<file path="src/sv/sark_pkg.sv">
package sark_pkg;

  // Field widths fixed by the block's interface.
  localparam int INDEX_W     = 6;
  localparam int VALUE_W     = 32;
  localparam int COUNT_W     = 7;
  localparam int CFG_INDEX_W = 2;

  // Configuration register indexes.
  localparam logic [CFG_INDEX_W-1:0] CFG_BASE = 2'd0;
  localparam logic [CFG_INDEX_W-1:0] CFG_SIZE = 2'd1;

  // Search token that travels down the chain one cell per cycle.
  typedef struct packed {
    logic               active;
    logic               found;
    logic [INDEX_W-1:0] want;
    logic [INDEX_W-1:0] offset;
  } token_t;

  // Refill command broadcast to every cell.
  typedef struct packed {
    logic               load;
    logic [COUNT_W-1:0] fill_n;
  } fill_t;

endpackage

</file>
<file path="src/sv/sark_in_if.sv">
interface sark_in_if;
  logic                        valid;
  logic                        ready;
  logic [sark_pkg::INDEX_W-1:0] index;

  modport source (output valid, output index, input ready);
  modport sink   (input valid, input index, output ready);
endinterface

</file>
<file path="src/sv/sark_out_if.sv">
interface sark_out_if;
  logic                               valid;
  logic                               ready;
  logic signed [sark_pkg::VALUE_W-1:0] value;
  logic                               bad_index;
  logic [sark_pkg::COUNT_W-1:0]        remaining;

  modport source (output valid, output value, output bad_index, output remaining, input ready);
  modport sink   (input valid, input value, input bad_index, input remaining, output ready);
endinterface

</file>
<file path="src/sv/sark_cell.sv">
module sark_cell #(
  parameter int K = 0
) (
  input  logic             clk,
  input  logic             rst,
  input  sark_pkg::fill_t  fill,
  input  sark_pkg::token_t tok_in,
  output sark_pkg::token_t tok_out
);

  logic             present;
  logic             hit;
  sark_pkg::token_t tok_next;

  // A live token stops at the first present element once its countdown is zero;
  // every present element it passes before that uses up one count.
  always_comb begin
    tok_next = tok_in;
    hit      = 1'b0;
    if (tok_in.active && !tok_in.found && present) begin
      if (tok_in.want == '0) begin
        hit             = 1'b1;
        tok_next.found  = 1'b1;
        tok_next.offset = sark_pkg::INDEX_W'(K);
      end else begin
        tok_next.want = tok_in.want - 1'b1;
      end
    end
  end

  // Presence bit of the element at this offset.
  always_ff @(posedge clk) begin
    if (rst) begin
      present <= 1'b1;
    end else if (fill.load) begin
      present <= (sark_pkg::COUNT_W'(K) < fill.fill_n);
    end else if (hit) begin
      present <= 1'b0;
    end
  end

  // Hand the token to the next cell.
  always_ff @(posedge clk) begin
    if (rst) begin
      tok_out        <= '0;
    end else begin
      tok_out        <= tok_next;
    end
  end

endmodule

</file>
<file path="src/sv/select_and_remove_kth_remaining.sv">
// Removes and returns the element at a given position among those still present in a set
// of MAX_ELEMENTS or fewer consecutive integers starting at base_value. The set is held as
// a chain of one-bit cells, one per offset, and a search token walks the chain one cell per
// cycle; a valid index is answered once the token has passed the last cell, and an index
// at or beyond the remaining count is answered from idle with bad_index set, value 0 and
// no change to the set. One transaction is in flight at a time, and the next is accepted
// in the cycle after the result is taken. Reset, and any write to base_value or set_size,
// refills the set at once with min(set_size, MAX_ELEMENTS) elements.
module select_and_remove_kth_remaining #(
  parameter int MAX_ELEMENTS = 64
) (
  input  logic                                 clk,
  input  logic                                 rst,
  input  logic                                 cfg_we,
  input  logic [sark_pkg::CFG_INDEX_W-1:0]     cfg_index,
  input  logic [sark_pkg::VALUE_W-1:0]         cfg_data,
  sark_in_if.sink                              in_ch,
  sark_out_if.source                           out_ch
);

  localparam logic [1:0] ST_IDLE = 2'd0;
  localparam logic [1:0] ST_SCAN = 2'd1;
  localparam logic [1:0] ST_DONE = 2'd2;

  localparam logic [sark_pkg::COUNT_W-1:0] MAX_N = sark_pkg::COUNT_W'(MAX_ELEMENTS);

  logic [1:0]                           state;
  logic signed [sark_pkg::VALUE_W-1:0]  base_value;
  logic [sark_pkg::COUNT_W-1:0]         set_size;
  logic [sark_pkg::COUNT_W-1:0]         count;
  logic signed [sark_pkg::VALUE_W-1:0]  out_value;
  logic                                 out_bad;
  logic [sark_pkg::COUNT_W-1:0]         out_remaining;

  logic                                 in_acc;
  logic                                 out_acc;
  logic                                 idx_bad;
  logic                                 cfg_hit;
  logic [sark_pkg::COUNT_W-1:0]         size_new;
  sark_pkg::fill_t                      fill;
  sark_pkg::token_t                     tok_chain [MAX_ELEMENTS+1];
  sark_pkg::token_t                     tok_last;

  assign in_acc  = in_ch.valid && in_ch.ready;
  assign out_acc = out_ch.valid && out_ch.ready;
  assign idx_bad = ({1'b0, in_ch.index} >= count);

  // Refill size after a configuration write, saturated to the chain length.
  assign cfg_hit  = cfg_we && ((cfg_index == sark_pkg::CFG_BASE) ||
                               (cfg_index == sark_pkg::CFG_SIZE));
  assign size_new = (cfg_index == sark_pkg::CFG_SIZE) ?
                    cfg_data[sark_pkg::COUNT_W-1:0] : set_size;
  assign fill.load   = cfg_hit;
  assign fill.fill_n = (size_new > MAX_N) ? MAX_N : size_new;

  // A token enters the chain only for an index that is known to hit.
  always_comb begin
    tok_chain[0].active = in_acc && !idx_bad;
    tok_chain[0].found  = 1'b0;
    tok_chain[0].want   = in_ch.index;
    tok_chain[0].offset = '0;
  end

  for (genvar k = 0; k < MAX_ELEMENTS; k++) begin : g_cell
    sark_cell #(
      .K (k)
    ) u_cell (
      .clk     (clk),
      .rst     (rst),
      .fill    (fill),
      .tok_in  (tok_chain[k]),
      .tok_out (tok_chain[k+1])
    );
  end

  assign tok_last = tok_chain[MAX_ELEMENTS];

  // Configuration registers.
  always_ff @(posedge clk) begin
    if (rst) begin
      base_value <= '0;
      set_size   <= 7'd64;
    end else if (cfg_we) begin
      if (cfg_index == sark_pkg::CFG_BASE) begin
        base_value <= cfg_data;
      end
      if (cfg_index == sark_pkg::CFG_SIZE) begin
        set_size <= cfg_data[sark_pkg::COUNT_W-1:0];
      end
    end
  end

  // Sequencer, remaining count and result register.
  always_ff @(posedge clk) begin
    if (rst) begin
      state <= ST_IDLE;
      count <= MAX_N;
    end else begin
      if (cfg_hit) begin
        count <= fill.fill_n;
      end
      unique case (state)
        ST_IDLE: begin
          if (in_acc) begin
            if (idx_bad) begin
              out_value     <= '0;
              out_bad       <= 1'b1;
              out_remaining <= count;
              state         <= ST_DONE;
            end else begin
              state <= ST_SCAN;
            end
          end
        end
        ST_SCAN: begin
          if (tok_last.active) begin
            if (tok_last.found) begin
              out_value     <= base_value + sark_pkg::VALUE_W'(tok_last.offset);
              out_bad       <= 1'b0;
              out_remaining <= count - 1'b1;
              count         <= count - 1'b1;
            end else begin
              out_value     <= '0;
              out_bad       <= 1'b1;
              out_remaining <= count;
            end
            state <= ST_DONE;
          end
        end
        ST_DONE: begin
          if (out_acc) begin
            state <= ST_IDLE;
          end
        end
        default: begin
          state <= ST_IDLE;
        end
      endcase
    end
  end

  assign in_ch.ready      = (state == ST_IDLE);
  assign out_ch.valid     = (state == ST_DONE);
  assign out_ch.value     = out_value;
  assign out_ch.bad_index = out_bad;
  assign out_ch.remaining = out_remaining;

endmodule

</file>
<file path="src/flat_wrapper.sv">
// flat-port wrapper written by rule: the top's interface ports become plain ports
module select_and_remove_kth_remaining_flat 
#(
  parameter int MAX_ELEMENTS = 64
)
  (clk, rst, cfg_we, cfg_index, cfg_data, in_ch_valid, in_ch_index, in_ch_ready, out_ch_valid, out_ch_value, out_ch_bad_index, out_ch_remaining, out_ch_ready);
  sark_in_if in_ch_i ();
  sark_out_if out_ch_i ();
  input  logic clk;
  input  logic rst;
  input  logic cfg_we;
  input  logic [sark_pkg::CFG_INDEX_W-1:0] cfg_index;
  input  logic [sark_pkg::VALUE_W-1:0] cfg_data;
  input wire logic [$bits(in_ch_i.valid)-1:0] in_ch_valid;
  input wire logic [$bits(in_ch_i.index)-1:0] in_ch_index;
  output wire logic [$bits(in_ch_i.ready)-1:0] in_ch_ready;
  output wire logic [$bits(out_ch_i.valid)-1:0] out_ch_valid;
  output wire logic [$bits(out_ch_i.value)-1:0] out_ch_value;
  output wire logic [$bits(out_ch_i.bad_index)-1:0] out_ch_bad_index;
  output wire logic [$bits(out_ch_i.remaining)-1:0] out_ch_remaining;
  input wire logic [$bits(out_ch_i.ready)-1:0] out_ch_ready;
  assign in_ch_i.valid = in_ch_valid;
  assign in_ch_i.index = in_ch_index;
  assign in_ch_ready = in_ch_i.ready;
  assign out_ch_valid = out_ch_i.valid;
  assign out_ch_value = out_ch_i.value;
  assign out_ch_bad_index = out_ch_i.bad_index;
  assign out_ch_remaining = out_ch_i.remaining;
  assign out_ch_i.ready = out_ch_ready;
  select_and_remove_kth_remaining #(.MAX_ELEMENTS(MAX_ELEMENTS)) u_core (.clk(clk), .rst(rst), .cfg_we(cfg_we), .cfg_index(cfg_index), .cfg_data(cfg_data), .in_ch(in_ch_i), .out_ch(out_ch_i));
endmodule
</file>
<file path="config.mk">
export PLATFORM = sky130hd
export DESIGN_NAME = select_and_remove_kth_remaining_flat
export DESIGN_NICKNAME = d
export VERILOG_FILES = /design/src/sv/sark_pkg.sv /design/src/sv/sark_in_if.sv /design/src/sv/sark_out_if.sv /design/src/sv/sark_cell.sv /design/src/sv/select_and_remove_kth_remaining.sv /design/src/flat_wrapper.sv
export SDC_FILE = /design/constraint.sdc
export NUM_CORES = 2
export LEC_CHECK = 0
export ABC_AREA = 0
export BUFFER_PORTS_ARGS = -buffer_cell sky130_fd_sc_hd__buf_2
export CAP_MARGIN = 40
export CORE_AREA = 2 2 302 304
export CTS_BUF_LIST = sky130_fd_sc_hd__clkbuf_8
export DETAILED_ROUTE_END_ITERATION = 10
export DIE_AREA = 0 0 304 306
export PLACE_DENSITY = 0.68
export SYNTH_ARGS = -nofsm -noshare
export SYNTH_HDL_FRONTEND = slang
export SYNTH_HIERARCHICAL = 1
export SYNTH_SLANG_ARGS = --single-unit
</file>
<file path="constraint.sdc">
create_clock -name clk -period 4.31 [get_ports clk]
set_input_delay 0.431 -clock clk [delete_from_list [all_inputs] [get_ports clk]]
set_output_delay 0.431 -clock clk [all_outputs]
set_load 0.01 [all_outputs]
</file>
==> qor.txt <==
Tcrit/Tclk final - 85.3%
GRT overflow - 0
vias in the first global route - 32.1k
crit start category - primary input
CTS tree - done
Syn Std Cell Area - 44400 µm²
initial core utilization - 49.5%
Hold Fails Final Rpt - 0
Slew headroom - 40.8%
Syn-to-layout area delta - 13.5%
Pins Over Slew Limit - 0
WS Path Type - primary input to flop
Routed wire per std cell - 15.0 µm
die footprint - 93000 µm²
Leak Pwr - 19.1 nW
Non-Filler Instances - 6183
Rows - 110
Initial DRT Pass Iterations - 8
placed insts - 5818
total CTS buffers - 168
reg2reg setup slack - 0.65 ns
CP endpoint kind - flop
IO Port Bufs - 86
Clk Latency, worst-skew pair - 0.85 ns
Sum Neg Setup Slack - 0 ns
clock transition at the registers of the reported paths - 0.06 ns
CP Data Required Time - 5.02 ns
Post-DRT Antenna Nets - 0
warning count from the yosys run - 6
largest net degree at the start of global routing - 147
Syn Area/Cell - 9.56 µm²
CTS Sinks - 1042
Max Clock Skew - 0.0486 ns
HP Class - primary input to flop
layout cells sized above 1 - 15.1%
RD Place Congestion - 0.845
number of H-tree levels - 4
hpwl dp - 61700 µm
root buffer cell - clkbuf_8
unrepaired setup endpoints after global routing - no
die width - 304 µm
fmax - 0.272 GHz
synthesized netlist cell count - 4642
pwr/cell area - 389 nW/µm²
Resize count post-CTS - 0
DRC - 0
Tmin final - 3.68 ns
first-pass GRT wire length - 157000 µm
endpoint arrival time on the critical path - 4.39 ns
# IOs - 87
fin nets - 4990
setup violation total in the final timing report - 0
DIE HEIGHT - 306 µm
Filler Cells Inserted - 7873
initial antenna violation count - 1
actual slew at the worst max-slew pin - 0.888 ns
maximum capacitance violations - 0
DR iter-0 viols - 1867
status - completed
Clock Tree Buf Depth - 3
DR vias - 33.4k
Core Box Area - 89600 µm²
Via-to-Cell Ratio - 5.41
GRT Total Usage - 19.8%
Peak VDD IR - 244 µV
CP max FO - 9
Detailed Route WL - 92700 µm
==> worst paths after layout <==
kind                                                       start                                              to  cells after the start
setup reg to reg                      u_core/count[0]$_SDFF_PP0_   u_core/g_cell[0].u_cell/tok_out[9]$_SDFF_PP0_                     10
hold / removal                                      cfg_index[1]                      u_core/count[1]$_SDFF_PP0_                      4
setup / recovery                                  in_ch_index[0]   u_core/g_cell[0].u_cell/tok_out[9]$_SDFF_PP0_                     13
hold reg to reg   u_core/g_cell[28].u_cell/tok_out[3]$_SDFF_PP0_  u_core/g_cell[29].u_cell/tok_out[3]$_SDFF_PP0_                      2
==> through the flow <==
step	setup slack, ns	total power [W]	instance area (µm²)	hold slack, ns	utilization [%]
finish	0.632	0.0196	50400	0.389	56.2
global route	0.379	0.0204	50400	0.376	56.2
CTS	0.768	0.0198	50400	0.301	56.2
detailed placement	1.21	0.0108	46100	0.413	51.5
global placement	1.07	0.0108	46000	0.407	51.4
floorplan	0.00344	0.0105	44400	0.406	-
==> power by group <==
| group | switching (W) | internal, W | total (W) |
|---|---|---|---|
| clock network | 0.00395 | 0.00501 | 0.00896 |
| logic | 0.000470 | 0.000283 | 0.000753 |
| registers | 0.0000974 | 0.00978 | 0.00987 |
| total | 0.00452 | 0.0151 | 0.0196 |
==> area by class of cell <==
| class | instances | area (µm²) | share of cell area [%] |
|---|---|---|---|
| clock inverters | 90 | 669 | 1.33 |
| clock buffers | 218 | 3000 | 5.96 |
| repair buffers | 184 | 1440 | 2.86 |
| inverters | 493 | 1850 | 3.68 |
| flip-flops and latches | 1042 | 21300 | 42.2 |
| diodes | 2 | 5.00 | 0.00994 |
| well taps | 1176 | 1470 | 2.92 |
| multi-input cells | 2978 | 20700 | 41.0 |
==> critical path, stage by stage <==
cell and delay, ns:
dlygate4sd3_1 0.55, buf_2 0.16, inv_1 0.05, ha_1 0.27, nand2b_1 0.14, a2111oi_0 0.40, o32ai_1 0.21, nor2_1 0.27
nand3b_1 0.32, o41ai_1 0.34, dlygate4sd3_1 0.62, a21oi_1 0.06, dlygate4sd3_1 0.57
==> what timing repair did <==
item | in CTS | in global routing
endpoints found under the setup margin | 0 | 0
hold buffers | 55 | 0
buffers inserted | 0 | 0
hold endpoints to repair | 52 | 0
==> registers in the layout, summed over array words and instances (netlist names) <==
| register | flops |
|---|---|
| u_core/g_cell.u_cell/present | 64 |
| u_core/out_ch.remaining | 7 |
| u_core/out_ch.bad_index | 1 |
| u_core/out_ch.value | 32 |
| u_core/state | 2 |
| u_core/g_cell.u_cell/tok_out | 890 |
| u_core/base_value | 32 |
| u_core/count | 7 |
| u_core/set_size | 7 |
==> cell usage in the layout (no fill, tap or decap), types with 30 or more instances in the layout <==
master / n
buf_4: 34
dlygate4sd3_1: 55
nand4b_1: 50
nand2_1: 143
inv_1: 529
clkbuf_8: 218
o21a_1: 60
nand3_1: 38
nand2b_1: 87
or3_1: 80
a311o_1: 31
edfxtp_1: 40
nor4_1: 37
and3_1: 59
and2_1: 80
buf_2: 85
nand3b_1: 55
o211ai_1: 33
nor3_1: 89
and3b_1: 46
or3_4: 37
o21ai_0: 98
dfxtp_1: 1002
xor2_1: 37
mux2_2: 94
mux2i_1: 34
o41ai_1: 30
nor2_1: 352
nor2b_1: 118
a21oi_1: 476
o31ai_1: 90
nor3b_1: 32
or4_1: 66
ha_1: 77
==> metal layers <==
layer | global-route usage, % | part of all wire [%] | vias up | wire length, µm
met3 | 3.42 | 3.9 | 127 | 3650
met4 | 6.09 | 1.8 | 0 | 1640
met2 | 32.8 | 46 | 585 | 42800
li1 | - | - | 17027 | -
met1 | 26.3 | 48 | 15707 | 44700
met5 | 0 | 0 | - | 0
(Power assumes the default switching activity.)
